**config.mk**
```make
export PLATFORM = sky130hd
export DESIGN_NAME = bats_front
export DESIGN_NICKNAME = d
export VERILOG_FILES = /design/src/hw/rtl/bats_pkg.sv /design/src/hw/rtl/bats_front.sv
export SDC_FILE = /design/constraint.sdc
export NUM_CORES = 1
export LEC_CHECK = 0
export ABC_AREA = 1
export BUFFER_PORTS_ARGS = -buffer_cell sky130_fd_sc_hd__buf_2
export CORE_AREA = 2 2 56 58
export DETAILED_ROUTE_END_ITERATION = 16
export DIE_AREA = 0 0 58 60
export PLACE_DENSITY = 0.86
export SLEW_MARGIN = 20
export SYNTH_ARGS = -nofsm -noshare
export SYNTH_HDL_FRONTEND = slang
export SYNTH_SLANG_ARGS = --single-unit
export TNS_END_PERCENT = 20
```
**constraint.sdc**
```tcl
create_clock -name vclk -period 2.73
set_input_delay 0.273 -clock vclk [all_inputs]
set_output_delay 0.273 -clock vclk [all_outputs]
set_load 0.05 [all_outputs]
```
**src/hw/rtl/bats_pkg.sv**
```systemverilog
// Shared types and constants for the blob autotile subtile selector.
// Used by the front, queue, back and top-level modules; depends on nothing.
package bats_pkg;

  localparam int MAX_MAP_WIDTH  = 256;
  localparam int MAX_MAP_HEIGHT = 256;
  localparam int TERRAIN_BITS   = 4;

  localparam int COORD_BITS = 8;
  localparam int SIZE_BITS  = 9;
  localparam int COUNT_BITS = 5;
  localparam int CODE_BITS  = 4;
  localparam int NOISE_BITS = 8;
  localparam int MAP_DEPTH  = MAX_MAP_WIDTH * MAX_MAP_HEIGHT;
  localparam int ADDR_BITS  = $clog2(MAP_DEPTH);
  localparam int MAX_COUNT  = 16;

  localparam int QUEUE_DEPTH = 2;
  localparam int QPTR_BITS   = $clog2(QUEUE_DEPTH);
  localparam int QCNT_BITS   = $clog2(QUEUE_DEPTH + 1);

  localparam int CFG_IDX_BITS  = 3;
  localparam int CFG_DATA_BITS = 9;

  typedef enum logic {
    OP_WRITE    = 1'b0,
    OP_CLASSIFY = 1'b1
  } op_t;

  typedef enum logic [CFG_IDX_BITS-1:0] {
    CFG_MAP_WIDTH  = 3'd0,
    CFG_MAP_HEIGHT = 3'd1,
    CFG_VARIANTS0  = 3'd2,
    CFG_VARIANTS1  = 3'd3,
    CFG_VARIANTS2  = 3'd4
  } cfg_idx_t;

  typedef enum logic [1:0] {
    ST_IDLE,
    ST_READ,
    ST_DONE
  } back_state_t;

  localparam logic [CODE_BITS-1:0] SHP_TOP_LEFT     = 4'd0;
  localparam logic [CODE_BITS-1:0] SHP_TOP          = 4'd1;
  localparam logic [CODE_BITS-1:0] SHP_TOP_RIGHT    = 4'd2;
  localparam logic [CODE_BITS-1:0] SHP_LEFT         = 4'd3;
  localparam logic [CODE_BITS-1:0] SHP_CENTER       = 4'd4;
  localparam logic [CODE_BITS-1:0] SHP_RIGHT        = 4'd5;
  localparam logic [CODE_BITS-1:0] SHP_BOTTOM_LEFT  = 4'd6;
  localparam logic [CODE_BITS-1:0] SHP_BOTTOM       = 4'd7;
  localparam logic [CODE_BITS-1:0] SHP_BOTTOM_RIGHT = 4'd8;
  localparam logic [CODE_BITS-1:0] SHP_INV_TL       = 4'd9;
  localparam logic [CODE_BITS-1:0] SHP_INV_TR       = 4'd10;
  localparam logic [CODE_BITS-1:0] SHP_INV_BL       = 4'd11;
  localparam logic [CODE_BITS-1:0] SHP_INV_BR       = 4'd12;

  typedef struct packed {
    logic [SIZE_BITS-1:0]  width;
    logic [SIZE_BITS-1:0]  height;
    logic [COUNT_BITS-1:0] count0;
    logic [COUNT_BITS-1:0] count1;
    logic [COUNT_BITS-1:0] count2;
  } cfg_t;

  typedef struct packed {
    op_t                             op;
    logic [COORD_BITS-1:0]           x;
    logic [COORD_BITS-1:0]           y;
    logic [TERRAIN_BITS-1:0]         terrain;
    logic                            fixed;
    logic [3:0][NOISE_BITS-1:0]      noise;
  } cmd_t;

  typedef struct packed {
    logic [3:0][CODE_BITS-1:0] subtile;
    logic [3:0][CODE_BITS-1:0] variant;
  } res_t;

endpackage

```
**src/hw/rtl/bats_front.sv**
```systemverilog
// Front end: accepts input beats, drops those outside the map in use and
// packs the rest into queue commands. Depends on bats_pkg.
module bats_front (
  input  logic                            in_valid,
  output logic                            in_ready,
  input  logic                            in_opcode,
  input  logic [7:0]                      in_tile_x,
  input  logic [7:0]                      in_tile_y,
  input  logic [3:0]                      in_terrain_code,
  input  logic                            in_fixed_flag,
  input  logic [7:0]                      in_noise_q0,
  input  logic [7:0]                      in_noise_q1,
  input  logic [7:0]                      in_noise_q2,
  input  logic [7:0]                      in_noise_q3,
  input  bats_pkg::cfg_t                  cfg,
  input  logic                            q_full,
  output logic                            q_push,
  output bats_pkg::cmd_t                  q_cmd
);

  logic on_map;

  assign on_map = ({1'b0, in_tile_x} < cfg.width) && ({1'b0, in_tile_y} < cfg.height);
  assign in_ready = !q_full;
  assign q_push = in_valid && !q_full && on_map;

  always_comb begin
    q_cmd.op       = bats_pkg::op_t'(in_opcode);
    q_cmd.x        = in_tile_x;
    q_cmd.y        = in_tile_y;
    q_cmd.terrain  = in_terrain_code[bats_pkg::TERRAIN_BITS-1:0];
    q_cmd.fixed    = in_fixed_flag;
    q_cmd.noise[0] = in_noise_q0;
    q_cmd.noise[1] = in_noise_q1;
    q_cmd.noise[2] = in_noise_q2;
    q_cmd.noise[3] = in_noise_q3;
  end

endmodule

```
==> metrics.cfg <==
[cells_and_area]
multiInputGateArea_sq_um=335
area_delta_synth_final_pct=-11.2
num-nets-final=234
final_area_sq_um=744
design.seq.count=0
drive_gt1_share_pct=44.2
clock_buffers=0
num-fill-cells=343
seq_area_sq_um=0
diodes=0

[power_and_ir_drop]
vdd_ir_drop_max_uv=61.2
total_power_w=0.000142
p_leak_nw=0.544
powerDensity_nw_per_um2=190

[floorplan]
core_sq_um=2900
num_rows=20
die_x_um=58
die_y_um=60
ios=145
die_area_sq_um=3480
initial_utilization_pct=28.9

[synth]
yosys.area.top_type=buf_4
synth_area_per_cell_sq_um=6.50
synth_nets=232
synth_commonest_cells=54 x buf_4, 26 x inv_1, 20 x nand2_1
yosysUniqueCellTypes=11
synth_top_area_share_pct=48.4
synth_area_sq_um=838
yosysMostFrequentCell=buf_4
synth_cells=129
synth_seq_area_share_pct=0
synth_area_leaders=buf_4 48%, ha_1 21%, inv_1 12%, nand2_1 9.0%, a21oi_1 2.4%
yosys_warnings=0

[worst_setup_path]
worstSetupPathType=in2out
cp_data_arrival_time_ns=1.40
cp-end-kind=output port
crit_fanout=2
cp_data_required_time_ns=2.46
crit_path_top_delay_cell=ha_1
path_common_cell=nand2_1
slowest_delay_ns=0.29
worstSetupStartpointType=input port
crit_chain=buf_2, ha_1, nand2_1, nand2_1, a21oi_1, nand2_1, nand2_1, nand2_1, nor2_2, buf_2

[sta]
period_share_pct=61.5
max_freq_ghz=0.596
slew_violations=0
fin_setup_tns_ns=0
tightest_slew_ns=0.257
setup_viol=0
slew_headroom_pct=83.0
rsz0062_at_grt=no
period_minus_slack_ns=1.68
final_hold_viol_count=0

[global_route]
grt_max_degree=4
antenna_found_initial=0
grt_pass1_vias=575
grt_usage_pct=7.26
grt_pass1_wl_um=2080
overflow=0

[place]
portBuffers=54
post-dp-hpwl_um=1370
post_dp_cell_area_sq_um=744
gp_congestion=0.641

[drt]
antenna_left=0
wl_per_cell_um=8.98
wl_um=1460
firstDrtPassIters=3
vias_per_cell=4.10
first_iter_violations=11
drcViolationCount=0
num_vias=664

[clocking]
cts_setup_buffers=0
cts-resized-gates=0
cts-hold-fix-buffers=0

[min_path]
hold_depth=0
min_path_type=in2out

[status]
status=finished, final reports clean

[job]
max-cap-violations=0

[worst paths after layout]
| kind | slack, ns | from | to |
|---|---|---|---|
| setup / recovery | 1.05 | in_tile_x[3] | q_push |
| hold / removal | 0.55 | in_noise_q2[4] | q_cmd[20] |
[worst max-delay path, delay by kind of cell]
kind / cells / cell delay (ns)
buffers and inverters: 2 / 0.36
and+or+nand+nor: 6 / 0.35
adders and majority gates: 1 / 0.29
AOI/OAI and AO/OA: 1 / 0.12
[layer usage]
metal | track usage, % | vias up | part of all wire (%) | wire (um)
met5 | 0 | - | 0 | 0
met4 | 4.32 | 0 | 5.0 | 73
met3 | 1.52 | 16 | 14 | 202
met2 | 14.4 | 52 | 49 | 707
met1 | 6.69 | 263 | 32 | 471
li1 | - | 333 | - | -
[through the flow]
| step | cells | setup WS [ns] | util [%] | hold slack (ns) |
|---|---|---|---|---|
| 3_5_place_dp | 162 | 1.03 | 25.6 | 0.546 |
| 2_1_floorplan | 129 | 1.11 | - | 0.713 |
| 6_report | 162 | 1.05 | 25.6 | 0.546 |
| 4_1_cts | 162 | 1.03 | 25.6 | 0.546 |
| 3_3_place_gp | 162 | 1.02 | 25.6 | 0.546 |
| 5_1_grt | 162 | 0.880 | 25.6 | 0.546 |
[cell type report]
class              instances  area share, %
inverters                 26           13.1
multi-input cells         49           45.0
well taps                 33           5.55
repair buffers            54           36.3
[where the power goes]
part,switching (W),total (W),internal [W]
Combinational,0.0000921,0.000142,0.0000495
Clock,0,0,0
Sequential,0,0,0
Total,0.0000921,0.000142,0.0000495
[placed cells by master, fill, tap and decap left out, drive strengths merged]
cell type	count
buf	54
inv	26
nand2	20
ha	14
a21oi	5
nor2	4
nand3	3
and3	2
a21boi	1
[cell families after synthesis]
family          share of synthesized area [%]
fa+ha+maj                                20.9
buf+inv                                  60.0
compound gates                           4.78
simple gates                             14.3
Power figures use the tool's default switching activity.
