$ cat config.mk
export PLATFORM = sky130hd
export DESIGN_NAME = bats_queue
export DESIGN_NICKNAME = d
export VERILOG_FILES = /design/src/hw/rtl/bats_pkg.sv /design/src/hw/rtl/bats_queue.sv
export SDC_FILE = /design/constraint.sdc
export NUM_CORES = 1
export LEC_CHECK = 0
export BUFFER_PORTS_ARGS = -buffer_cell sky130_fd_sc_hd__clkbuf_2
export CAP_MARGIN = 5
export CORE_MARGIN = 5
export CORE_UTILIZATION = 55
export CTS_CLUSTER_SIZE = 28
export DETAILED_ROUTE_END_ITERATION = 10
export PLACE_DENSITY_LB_ADDON = 0.2
export SYNTH_ARGS = -nofsm -noshare
export SYNTH_HDL_FRONTEND = slang
export SYNTH_SLANG_ARGS = --single-unit
$ cat constraint.sdc
create_clock -name clk -period 7 [get_ports clk]
set_input_delay 2.1 -clock clk [delete_from_list [all_inputs] [get_ports clk]]
set_output_delay 2.1 -clock clk [all_outputs]
set_load 0.02 [all_outputs]
$ cat src/hw/rtl/bats_pkg.sv
// Shared types and constants for the blob autotile subtile selector.
// Used by the front, queue, back and top-level modules; depends on nothing.
package bats_pkg;

  localparam int MAX_MAP_WIDTH  = 256;
  localparam int MAX_MAP_HEIGHT = 256;
  localparam int TERRAIN_BITS   = 4;

  localparam int COORD_BITS = 8;
  localparam int SIZE_BITS  = 9;
  localparam int COUNT_BITS = 5;
  localparam int CODE_BITS  = 4;
  localparam int NOISE_BITS = 8;
  localparam int MAP_DEPTH  = MAX_MAP_WIDTH * MAX_MAP_HEIGHT;
  localparam int ADDR_BITS  = $clog2(MAP_DEPTH);
  localparam int MAX_COUNT  = 16;

  localparam int QUEUE_DEPTH = 2;
  localparam int QPTR_BITS   = $clog2(QUEUE_DEPTH);
  localparam int QCNT_BITS   = $clog2(QUEUE_DEPTH + 1);

  localparam int CFG_IDX_BITS  = 3;
  localparam int CFG_DATA_BITS = 9;

  typedef enum logic {
    OP_WRITE    = 1'b0,
    OP_CLASSIFY = 1'b1
  } op_t;

  typedef enum logic [CFG_IDX_BITS-1:0] {
    CFG_MAP_WIDTH  = 3'd0,
    CFG_MAP_HEIGHT = 3'd1,
    CFG_VARIANTS0  = 3'd2,
    CFG_VARIANTS1  = 3'd3,
    CFG_VARIANTS2  = 3'd4
  } cfg_idx_t;

  typedef enum logic [1:0] {
    ST_IDLE,
    ST_READ,
    ST_DONE
  } back_state_t;

  localparam logic [CODE_BITS-1:0] SHP_TOP_LEFT     = 4'd0;
  localparam logic [CODE_BITS-1:0] SHP_TOP          = 4'd1;
  localparam logic [CODE_BITS-1:0] SHP_TOP_RIGHT    = 4'd2;
  localparam logic [CODE_BITS-1:0] SHP_LEFT         = 4'd3;
  localparam logic [CODE_BITS-1:0] SHP_CENTER       = 4'd4;
  localparam logic [CODE_BITS-1:0] SHP_RIGHT        = 4'd5;
  localparam logic [CODE_BITS-1:0] SHP_BOTTOM_LEFT  = 4'd6;
  localparam logic [CODE_BITS-1:0] SHP_BOTTOM       = 4'd7;
  localparam logic [CODE_BITS-1:0] SHP_BOTTOM_RIGHT = 4'd8;
  localparam logic [CODE_BITS-1:0] SHP_INV_TL       = 4'd9;
  localparam logic [CODE_BITS-1:0] SHP_INV_TR       = 4'd10;
  localparam logic [CODE_BITS-1:0] SHP_INV_BL       = 4'd11;
  localparam logic [CODE_BITS-1:0] SHP_INV_BR       = 4'd12;

  typedef struct packed {
    logic [SIZE_BITS-1:0]  width;
    logic [SIZE_BITS-1:0]  height;
    logic [COUNT_BITS-1:0] count0;
    logic [COUNT_BITS-1:0] count1;
    logic [COUNT_BITS-1:0] count2;
  } cfg_t;

  typedef struct packed {
    op_t                             op;
    logic [COORD_BITS-1:0]           x;
    logic [COORD_BITS-1:0]           y;
    logic [TERRAIN_BITS-1:0]         terrain;
    logic                            fixed;
    logic [3:0][NOISE_BITS-1:0]      noise;
  } cmd_t;

  typedef struct packed {
    logic [3:0][CODE_BITS-1:0] subtile;
    logic [3:0][CODE_BITS-1:0] variant;
  } res_t;

endpackage

$ cat src/hw/rtl/bats_queue.sv
// Short command queue between the front end and the back end.
// Depends on bats_pkg for the command type and depth.
module bats_queue (
  input  logic           clk,
  input  logic           rst_n,
  input  logic           push,
  input  bats_pkg::cmd_t push_cmd,
  input  logic           pop,
  output bats_pkg::cmd_t head,
  output logic           full,
  output logic           empty
);

  bats_pkg::cmd_t                       entry_r [bats_pkg::QUEUE_DEPTH];
  logic [bats_pkg::QPTR_BITS-1:0]       wr_ptr_r, wr_ptr_nxt;
  logic [bats_pkg::QPTR_BITS-1:0]       rd_ptr_r, rd_ptr_nxt;
  logic [bats_pkg::QCNT_BITS-1:0]       count_r, count_nxt;
  logic                                 do_push, do_pop;

  assign full  = (count_r == bats_pkg::QCNT_BITS'(bats_pkg::QUEUE_DEPTH));
  assign empty = (count_r == '0);
  assign do_push = push && !full;
  assign do_pop  = pop && !empty;
  assign head = entry_r[rd_ptr_r];

  always_comb begin
    wr_ptr_nxt = wr_ptr_r;
    rd_ptr_nxt = rd_ptr_r;
    count_nxt  = count_r;
    if (do_push) begin
      wr_ptr_nxt = (wr_ptr_r == bats_pkg::QPTR_BITS'(bats_pkg::QUEUE_DEPTH - 1)) ? '0 :
                   wr_ptr_r + 1'b1;
    end
    if (do_pop) begin
      rd_ptr_nxt = (rd_ptr_r == bats_pkg::QPTR_BITS'(bats_pkg::QUEUE_DEPTH - 1)) ? '0 :
                   rd_ptr_r + 1'b1;
    end
    if (do_push && !do_pop) begin
      count_nxt = count_r + 1'b1;
    end else if (do_pop && !do_push) begin
      count_nxt = count_r - 1'b1;
    end
  end

  always_ff @(posedge clk) begin
    if (!rst_n) begin
      wr_ptr_r <= '0;
      rd_ptr_r <= '0;
      count_r  <= '0;
    end else begin
      wr_ptr_r <= wr_ptr_nxt;
      rd_ptr_r <= rd_ptr_nxt;
      count_r  <= count_nxt;
    end
  end

  always_ff @(posedge clk) begin
    if (do_push) begin
      entry_r[wr_ptr_r] <= push_cmd;
    end
  end

endmodule

==> impl_metrics.py, run 1 <==
metrics = {
    "status": {
        "outcome": "complete, no violations",
    },
    "global_routing": {
        "grt_pass1_wl_um": 11200,
        "grt_usage_pct": 15.7,
        "grt_overflow": 0,
        "grt_pass1_vias": 2265,
        "antenna_found_initial": 0,
        "grt_max_degree": 34,
    },
    "placed_design": {
        "place_congestion": 0.699,
        "place_area_um2": 4810,
        "placed_cells": 402,
        "port_buffers": 113,
        "dp_hpwl_um": 4560,
    },
    "detailed_routing": {
        "ant_nets": 0,
        "drc": 0,
        "dr.pass1.iters": 4,
        "routedWlPerCell_um": 16.3,
        "drt-total-wl_um": 7060,
        "drtIter0Drc": 95,
        "via_per_inst": 4.92,
        "vias": 2136,
    },
    "min_path": {
        "min_path_cells": 2,
        "hp-start": "count_r[1]",
        "hold_class": "flip-flop to flip-flop",
        "holdPathEnd": "count_r[1]",
    },
    "clock_tree": {
        "post_cts_buffers": 0,
        "cts-root-buf": "clkbuf_8",
        "post_cts_resized": 0,
        "clkSlewWorstSetupHoldPaths_ns": 0.05,
        "cts.path.max_buffers": 2,
        "htreeDepth": 4,
        "cts_buffers": 17,
        "cts_hold_buf": 0,
        "cts_num_sinks": 113,
        "cts_tree": "built",
        "clkLatencyLatePin_ns": 0.50,
    },
    "timing": {
        "finalMaxSlewViolations": 0,
        "tightestPinTransition_ns": 1.06,
        "fmax_mhz": 232,
        "maxSlewHeadroom_pct": 28.9,
        "period_needed_ns": 4.31,
        "hold_viol": 0,
        "rsz0062_at_grt": "no",
        "setup_tns_ns": 0,
        "setup_violations": 0,
        "clock_skew_ns": 0.00637,
        "min_period_over_period_pct": 61.5,
    },
    "cells_and_area": {
        "synthToLayoutAreaGrowth_pct": 31.1,
        "multi_input_area_um2": 742,
        "regArea_um2": 3340,
        "most-common-layout-cells": "clkbuf_2, edfxtp_1, mux2_2",
        "instances_no_fill": 434,
        "fill_cells": 479,
        "layout-drive-gt1-share_pct": 60.9,
        "fin_util_pct": 74.2,
        "final_common_cell": "clkbuf_2",
        "nets": 381,
        "final_area_um2": 5410,
        "antennaDiodeCount": 0,
    },
    "die": {
        "die_width_um": 96.6,
        "die_h_um": 96.6,
        "io_pins": 114,
        "num_rows": 31,
        "dieArea_um2": 9340,
        "core_um2": 7290,
        "initial_core_util_pct": 56.6,
    },
    "synthesis": {
        "ys_seq_elements": 113,
        "yosysWarnings": 0,
        "synth_cell_types": 21,
        "syn-cell-area_um2": 4130,
        "synth.avg_cell_area_um2": 21.4,
        "yosysSeqAreaShare_pct": 81.0,
        "synth_nets": 252,
        "netlist_instances": 193,
    },
    "setup_path": {
        "r2r-end": "entry_r[0][26]",
        "worstPathRequired_ns": 4.90,
        "critical_path_arrival_ns": 2.21,
        "crit_chain": "buf_4, mux2_2, clkbuf_2",
        "critPathSlowestCell": "dfxtp_2",
        "start_kind": "flip-flop",
        "crit_path_end_kind": "primary output",
        "slowest_delay_ns": 0.66,
        "path_class": "flip-flop to primary output",
        "worstRegToRegCells": 4,
        "rrSetupSlack_ns": 4.60,
        "cp_max_fo": 33,
        "r2r-start": "count_r[0]",
    },
    "pwr": {
        "power.density_nw_per_um2": 421,
        "p_leak_nw": 2.08,
        "peakVddDrop_mv": 0.245,
    },
    "run": {
        "cap_violations": 0,
    },
}
==> worst max-delay path by stage <==
stage / depth (start not counted) / startpoint / slack [ns] / to
after global placement: 4 / push / 2.92 / entry_r[0][4]
final: 3 / flip-flop / 2.69 / head[22]
after floorplan: 2 / push / 2.23 / entry_r[0][0]
after CTS: 3 / flip-flop / 2.62 / head[15]
after global routing: 3 / flip-flop / 2.54 / head[32]
after detailed placement: 4 / push / 2.91 / entry_r[0][3]
==> critical path, delay by kind of cell (launching register included) <==
family,cells,cell delay (ns)
multiplexers,1,0.40
flip-flops,1,0.66
buffers and inverters,2,0.65
==> stage by stage <==
stage | setup slack (ns) | total power, W | hold slack (ns)
final | 2.69 | 0.00228 | 0.533
after global routing | 2.54 | 0.00238 | 0.557
after CTS | 2.62 | 0.00231 | 0.533
after detailed placement | 2.91 | 0.00144 | 0.526
after global placement | 2.92 | 0.00143 | 0.500
after floorplan | 2.23 | 0.00128 | 0.483
==> registers in the layout, indices dropped and copies added (netlist names), named ones only <==
name and flops:
entry_r 108, count_r 2, rd_ptr_r 1, wr_ptr_r 1
==> cell type report <==
type	count	area share, %
clock buffer	17	7.65
sequential	113	61.8
inverter	2	0.139
multi-input combinational	72	13.7
timing repair buffer	116	10.9
tap	99	2.29
clock inverter	15	3.54
==> synth_stat cells <==
master    number  area [um^2]
nand2b_1       1         6.26
and3_1         1         6.26
a21boi_1       1         7.51
nor2_1         2         7.51
inv_2          1         3.75
mux2_2        54          608
and2_1         3         18.8
nor3_2         1         10.0
dfxtp_1        5          100
inv_1          1         3.75
o21a_1         1         7.51
buf_4          5         37.5
o21ai_1        1         5.00
edfxtp_1     108         3240
ha_1           1         12.5
o21ai_0        1         5.00
a21boi_0       1         7.51
xor2_1         1         8.76
buf_2          1         5.00
xnor2_1        2         17.5
or3_1          1         6.26
==> kinds of logic (layout without fill, tap and decap cells) <==
group	count (synthesis)	after routing	share of synthesized area, %
buffers and inverters	8	150	1.21
AND/OR/NAND/NOR	9	9	1.33
flip-flops	113	113	81.0
XOR/XNOR	3	3	0.637
adder cells (fa/ha/maj)	1	1	0.303
AO/OA/AOI/OAI	5	5	0.788
multiplexers	54	54	14.7
==> power breakdown <==
| group | internal, W | total, W | switching [W] |
|---|---|---|---|
| registers | 0.000852 | 0.000892 | 0.0000400 |
| logic | 0.000212 | 0.000528 | 0.000315 |
| clock network | 0.000574 | 0.000858 | 0.000284 |
==> routing by layer <==
layer  wire (um)  GRT usage (%)  up-vias
li1            -              -     1029
met1        2910           18.3     1016
met2        3510           24.6       81
met3         539           7.55       10
met4         100           7.13        0
met5           0              0        -
No activity file was read; power rests on OpenSTA's default activity.
==> inputs of run 2 (changes only) <==
--- a/config.mk
+++ b/config.mk
@@ -8,7 +8,7 @@
 export BUFFER_PORTS_ARGS = -buffer_cell sky130_fd_sc_hd__clkbuf_2
 export CAP_MARGIN = 5
 export CORE_MARGIN = 5
-export CORE_UTILIZATION = 55
+export CORE_UTILIZATION = 46
 export CTS_CLUSTER_SIZE = 28
 export DETAILED_ROUTE_END_ITERATION = 10
 export PLACE_DENSITY_LB_ADDON = 0.2
==> constraint.sdc (replaced) <==
create_clock -name clk -period 3.75 [get_ports clk]
set_input_delay 1.125 -clock clk [delete_from_list [all_inputs] [get_ports clk]]
set_output_delay 1.125 -clock clk [all_outputs]
set_load 0.02 [all_outputs]
==> run 2 against run 1 <==
- die area is 17% higher
- largest cell class unchanged
- combinational power is 89% higher
- clock skew fell by 0.00058 ns
- critical endpoint is now head[46]
- critical path depth unchanged
- final cell count is 2.3% higher
- highest routed layer unchanged
- global-route usage shrank 1.9 points
- setup slack lost 2.1 ns
- register-to-register slack worse by 2.7 ns
- final area fell by 0.81%
- total power is 77% higher
- via count grew 1.2%
==> impl_metrics.py, run 2 (synthesis results as in run 1) <==
metrics = {
    "pwr": {
        "p_leak_nw": 2.06,
        "peakVddDrop_mv": 0.480,
        "power.density_nw_per_um2": 752,
    },
    "die": {
        "dieArea_um2": 11000,
        "die_h_um": 105,
        "io_pins": 114,
        "num_rows": 34,
        "die_width_um": 105,
        "initial_core_util_pct": 47.3,
        "core_um2": 8720,
    },
    "setup_path": {
        "crit_end": "head[46]",
        "worstPathRequired_ns": 2.62,
        "critical_path_arrival_ns": 2.01,
        "cp_max_fo": 33,
        "crit_path_end_kind": "primary output",
        "path_class": "flip-flop to primary output",
        "r2r-start": "count_r[0]",
        "start_kind": "flip-flop",
        "r2r-end": "entry_r[1][20]",
        "worstRegToRegCells": 3,
        "rrSetupSlack_ns": 1.90,
    },
    "detailed_routing": {
        "ant_nets": 0,
        "vias": 2162,
        "drt-total-wl_um": 7320,
        "drtIter0Drc": 68,
        "via_per_inst": 4.87,
        "routedWlPerCell_um": 16.5,
        "dr.pass1.iters": 4,
        "drc": 0,
    },
    "global_routing": {
        "top_usage_layer": "met2",
        "grt_usage_pct": 13.8,
        "met2_usage_pct": 21.4,
        "use_met1_pct": 16.5,
        "grt_overflow": 0,
        "grt_pass1_wl_um": 11600,
        "grt_pass1_vias": 2327,
        "grt_max_degree": 34,
        "antenna_found_initial": 0,
        "grt.met3_usage_pct": 6.78,
    },
    "clock_tree": {
        "cts_buffers": 17,
        "cts.path.max_buffers": 2,
        "clkLatencyLatePin_ns": 0.50,
        "htreeDepth": 4,
        "post_cts_buffers": 0,
        "cts_hold_buf": 0,
        "clkSlewWorstSetupHoldPaths_ns": 0.05,
        "post_cts_resized": 0,
        "cts-root-buf": "clkbuf_8",
        "cts_tree": "built",
        "cts_num_sinks": 113,
    },
    "timing": {
        "setup_tns_ns": 0,
        "maxSlewHeadroom_pct": 55.8,
        "min_period_over_period_pct": 83.6,
        "tightestPinTransition_ns": 0.662,
        "fmax_mhz": 319,
        "clock_skew_ns": 0.00579,
        "setup_violations": 0,
        "rsz0062_at_grt": "no",
        "period_needed_ns": 3.13,
        "hold_viol": 0,
        "finalMaxSlewViolations": 0,
    },
    "status": {
        "outcome": "complete, no violations",
    },
    "cells_and_area": {
        "regArea_um2": 3340,
        "most-common-layout-cells": "clkbuf_2, edfxtp_1, mux2_2",
        "largest_reg_flops": 108,
        "top_regs": "entry_r: 108 flops, count_r: 2 flops",
        "antennaDiodeCount": 0,
        "multi_input_area_um2": 742,
        "top_register": "entry_r",
        "synthToLayoutAreaGrowth_pct": 30.0,
        "fin_util_pct": 61.5,
        "layout-drive-gt1-share_pct": 60.4,
        "fill_cells": 648,
        "nets": 382,
        "final_common_cell": "clkbuf_2",
    },
    "placed_design": {
        "place_congestion": 0.748,
        "port_buffers": 113,
        "dp_hpwl_um": 5000,
    },
    "run": {
        "cap_violations": 0,
    },
    "min_path": {
        "hp-start": "count_r[1]",
        "hold_class": "flip-flop to flip-flop",
    },
}
run 2: final cells by class:
type                            instances  area share, %
Tap cell                              108           2.52
Inverter                                2          0.140
Timing Repair Buffer                  117           11.6
Sequential cell                       113           62.3
Multi-Input combinational cell         72           13.8
Clock inverter                         13           1.79
Clock buffer                           19           7.86
run 2: critical path, cell delays in order (launching register included):
cell and delay (ns):
dfxtp_2 0.68, buf_12 0.28, mux2_2 0.37, clkbuf_2 0.16
run 2: routing by layer:
metal / vias up / routed length, um
met5: - / 0
met4: 0 / 65
met3: 12 / 574
met2: 83 / 3600
met1: 1043 / 3080
li1: 1024 / -
run 2: worst min-delay path by stage:
stage / depth (start not counted) / slack [ns] / endpoint
final: 2 / 0.53 / count_r[1]
after global routing: 2 / 0.57 / count_r[1]
after CTS: 2 / 0.53 / count_r[1]
after detailed placement: 2 / 0.52 / count_r[1]
after global placement: 2 / 0.50 / count_r[1]
after floorplan: 2 / 0.48 / count_r[1]
run 2: where the power goes:
| group | switching (W) | total, W | internal, W |
|---|---|---|---|
| Sequential | 0.0000779 | 0.00167 | 0.00159 |
| Combinational | 0.000585 | 0.000998 | 0.000413 |
| Clock | 0.000508 | 0.00137 | 0.000861 |
run 2: through the flow:
stage / hold slack (ns) / instances / power, W / worst slack (ns) / area (um^2)
2_1_floorplan: 0.483 / 193 / 0.00238 / 0.795 / 4130
3_3_place_gp: 0.502 / 412 / 0.00270 / 1.08 / 4850
3_5_place_dp: 0.520 / 412 / 0.00271 / 1.08 / 4850
4_1_cts: 0.530 / 444 / 0.00409 / 0.537 / 5370
5_1_grt: 0.568 / 444 / 0.00423 / 0.485 / 5370
6_report: 0.526 / 444 / 0.00404 / 0.616 / 5370
==> inputs of run 3 (changes only) <==
--- a/config.mk
+++ b/config.mk
@@ -8,7 +8,7 @@
 export BUFFER_PORTS_ARGS = -buffer_cell sky130_fd_sc_hd__clkbuf_2
 export CAP_MARGIN = 5
 export CORE_MARGIN = 5
-export CORE_UTILIZATION = 46
+export CORE_UTILIZATION = 51
 export CTS_CLUSTER_SIZE = 28
 export DETAILED_ROUTE_END_ITERATION = 10
 export PLACE_DENSITY_LB_ADDON = 0.2
==> constraint.sdc (replaced) <==
create_clock -name clk -period 3.2 [get_ports clk]
set_input_delay 0.96 -clock clk [delete_from_list [all_inputs] [get_ports clk]]
set_output_delay 0.96 -clock clk [all_outputs]
set_load 0.02 [all_outputs]
==> run 3 against run 2 <==
- final area up 0.33%
- combinational power grew 21%
- via count decreased by 0.88%
- total power grew 19%
- critical path depth stayed put
- register-to-register slack got worse by 0.54 ns
- clock skew shrank 0.00057 ns
- flip-flop and latch count stayed put
- final cell count is 1.1% lower
- non-clock buffer count grew 2
- sequential power is 15% higher
- wire length fell by 1.3%
- critical endpoint is now head[37]
==> impl_metrics.py, run 3 (synthesis results as in run 1) <==
metrics = {
    "placed_design": {
        "dp_hpwl_um": 4940,
        "place_congestion": 0.715,
        "port_buffers": 113,
    },
    "timing": {
        "worst_hold_slack_ns": 0.522,
        "setup_tns_ns": 0,
        "fmax_mhz": 378,
        "clock_skew_ns": 0.00522,
        "period_needed_ns": 2.65,
        "finalMaxSlewViolations": 0,
        "tightestPinTransition_ns": 0.580,
        "min_period_over_period_pct": 82.7,
        "maxSlewHeadroom_pct": 61.4,
        "hold_viol": 0,
        "rsz0062_at_grt": "no",
        "setup_violations": 0,
    },
    "detailed_routing": {
        "via_per_inst": 4.88,
        "routedWlPerCell_um": 16.5,
        "ant_nets": 0,
        "drt-total-wl_um": 7230,
        "drc": 0,
        "drtIter0Drc": 112,
        "dr.pass1.iters": 4,
        "vias": 2143,
    },
    "clock_tree": {
        "post_cts_resized": 0,
        "cts_tree": "built",
        "clkSlewWorstSetupHoldPaths_ns": 0.05,
        "cts_buffers": 17,
        "cts_hold_buf": 0,
        "cts-root-buf": "clkbuf_8",
        "clkLatencyLatePin_ns": 0.50,
        "cts_num_sinks": 113,
        "post_cts_buffers": 0,
        "cts.path.max_buffers": 2,
        "htreeDepth": 4,
    },
    "global_routing": {
        "grt.met3_usage_pct": 6.81,
        "top_usage_layer": "met2",
        "use_met1_pct": 17.7,
        "grt_pass1_vias": 2391,
        "grt_pass1_wl_um": 11500,
        "grt_overflow": 0,
        "antenna_found_initial": 0,
        "grt_usage_pct": 15.7,
        "met2_usage_pct": 25.9,
        "grt_max_degree": 55,
    },
    "cells_and_area": {
        "layout-drive-gt1-share_pct": 60.8,
        "top_register": "entry_r",
        "final_common_cell": "clkbuf_2",
        "most-common-layout-cells": "clkbuf_2, edfxtp_1, mux2_2",
        "synthToLayoutAreaGrowth_pct": 30.5,
        "top_regs": "entry_r: 108 flops, count_r: 2 flops",
        "fill_cells": 568,
        "nets": 384,
        "largest_reg_flops": 108,
        "antennaDiodeCount": 0,
    },
    "min_path": {
        "hold_class": "flip-flop to flip-flop",
        "hp-start": "count_r[1]",
    },
    "die": {
        "dieArea_um2": 9990,
        "die_h_um": 100,
        "io_pins": 114,
        "num_rows": 32,
        "die_width_um": 100,
        "initial_core_util_pct": 52.9,
        "core_um2": 7810,
    },
    "setup_path": {
        "start_kind": "flip-flop",
        "r2r-start": "count_r[0]",
        "crit_path_end_kind": "primary output",
        "critical_path_arrival_ns": 1.69,
        "path_class": "flip-flop to primary output",
        "worstPathRequired_ns": 2.24,
        "cp_max_fo": 54,
    },
    "pwr": {
        "peakVddDrop_mv": 0.524,
        "p_leak_nw": 2.08,
        "power.density_nw_per_um2": 893,
    },
    "run": {
        "cap_violations": 0,
    },
    "status": {
        "outcome": "complete, no violations",
    },
}
## run 3: changes by cell type in the layout (fill, tap and decap cells not counted), sizes merged
cell      change
buf           +2
clkinv        -1
clkinvlp      -1
bufinv        +1
## run 3: critical path: stages, from the launching register on
cell and delay (ns):
dfxtp_2 0.33, buf_12 0.28, mux2_2 0.37, clkbuf_2 0.17
## run 3: final cells by class
cell class                      count  area, um^2  share of cell area, %
Timing Repair Buffer              119         623                   11.6
Clock buffer                       19         422                   7.83
Tap cell                          102         128                   2.37
Clock inverter                     12         119                   2.21
Sequential cell                   113        3340                   62.1
Inverter                            2        7.51                  0.139
Multi-Input combinational cell     72         742                   13.8
## run 3: through the flow
step                      std cells  worst slack (ns)  area, um^2  utilization (%)  total power [W]
after floorplan                 193             0.410        4130                -          0.00279
after global placement          408             0.868        4840             62.1          0.00316
after global routing            439             0.495        5390             69.0          0.00503
final                           439             0.554        5390             69.0          0.00481
after detailed placement        408             0.852        4840             62.1          0.00317
after CTS                       439             0.521        5390             69.0          0.00486
## run 3: path summary, 6_finish.rpt
check / endpoint / slack [ns] / cells past startpoint
worst max-delay path: head[37] / 0.55 / 3
worst min-delay path: count_r[1] / 0.52 / 2
worst max register to register: entry_r[1][23] / 1.36 / 3
worst min register to register: count_r[1] / 0.52 / 2
## run 3: per-layer routing
metal,wire (um),share of wire [%]
met2,3740,52
met1,2860,40
met4,74,1.0
met3,550,7.6
met5,0,0
## run 3: report_power, final
part	switching, W	internal, W
clock	0.000593	0.00109
sequential	0.0000544	0.00186
combinational	0.000724	0.000485
total	0.00137	0.00344
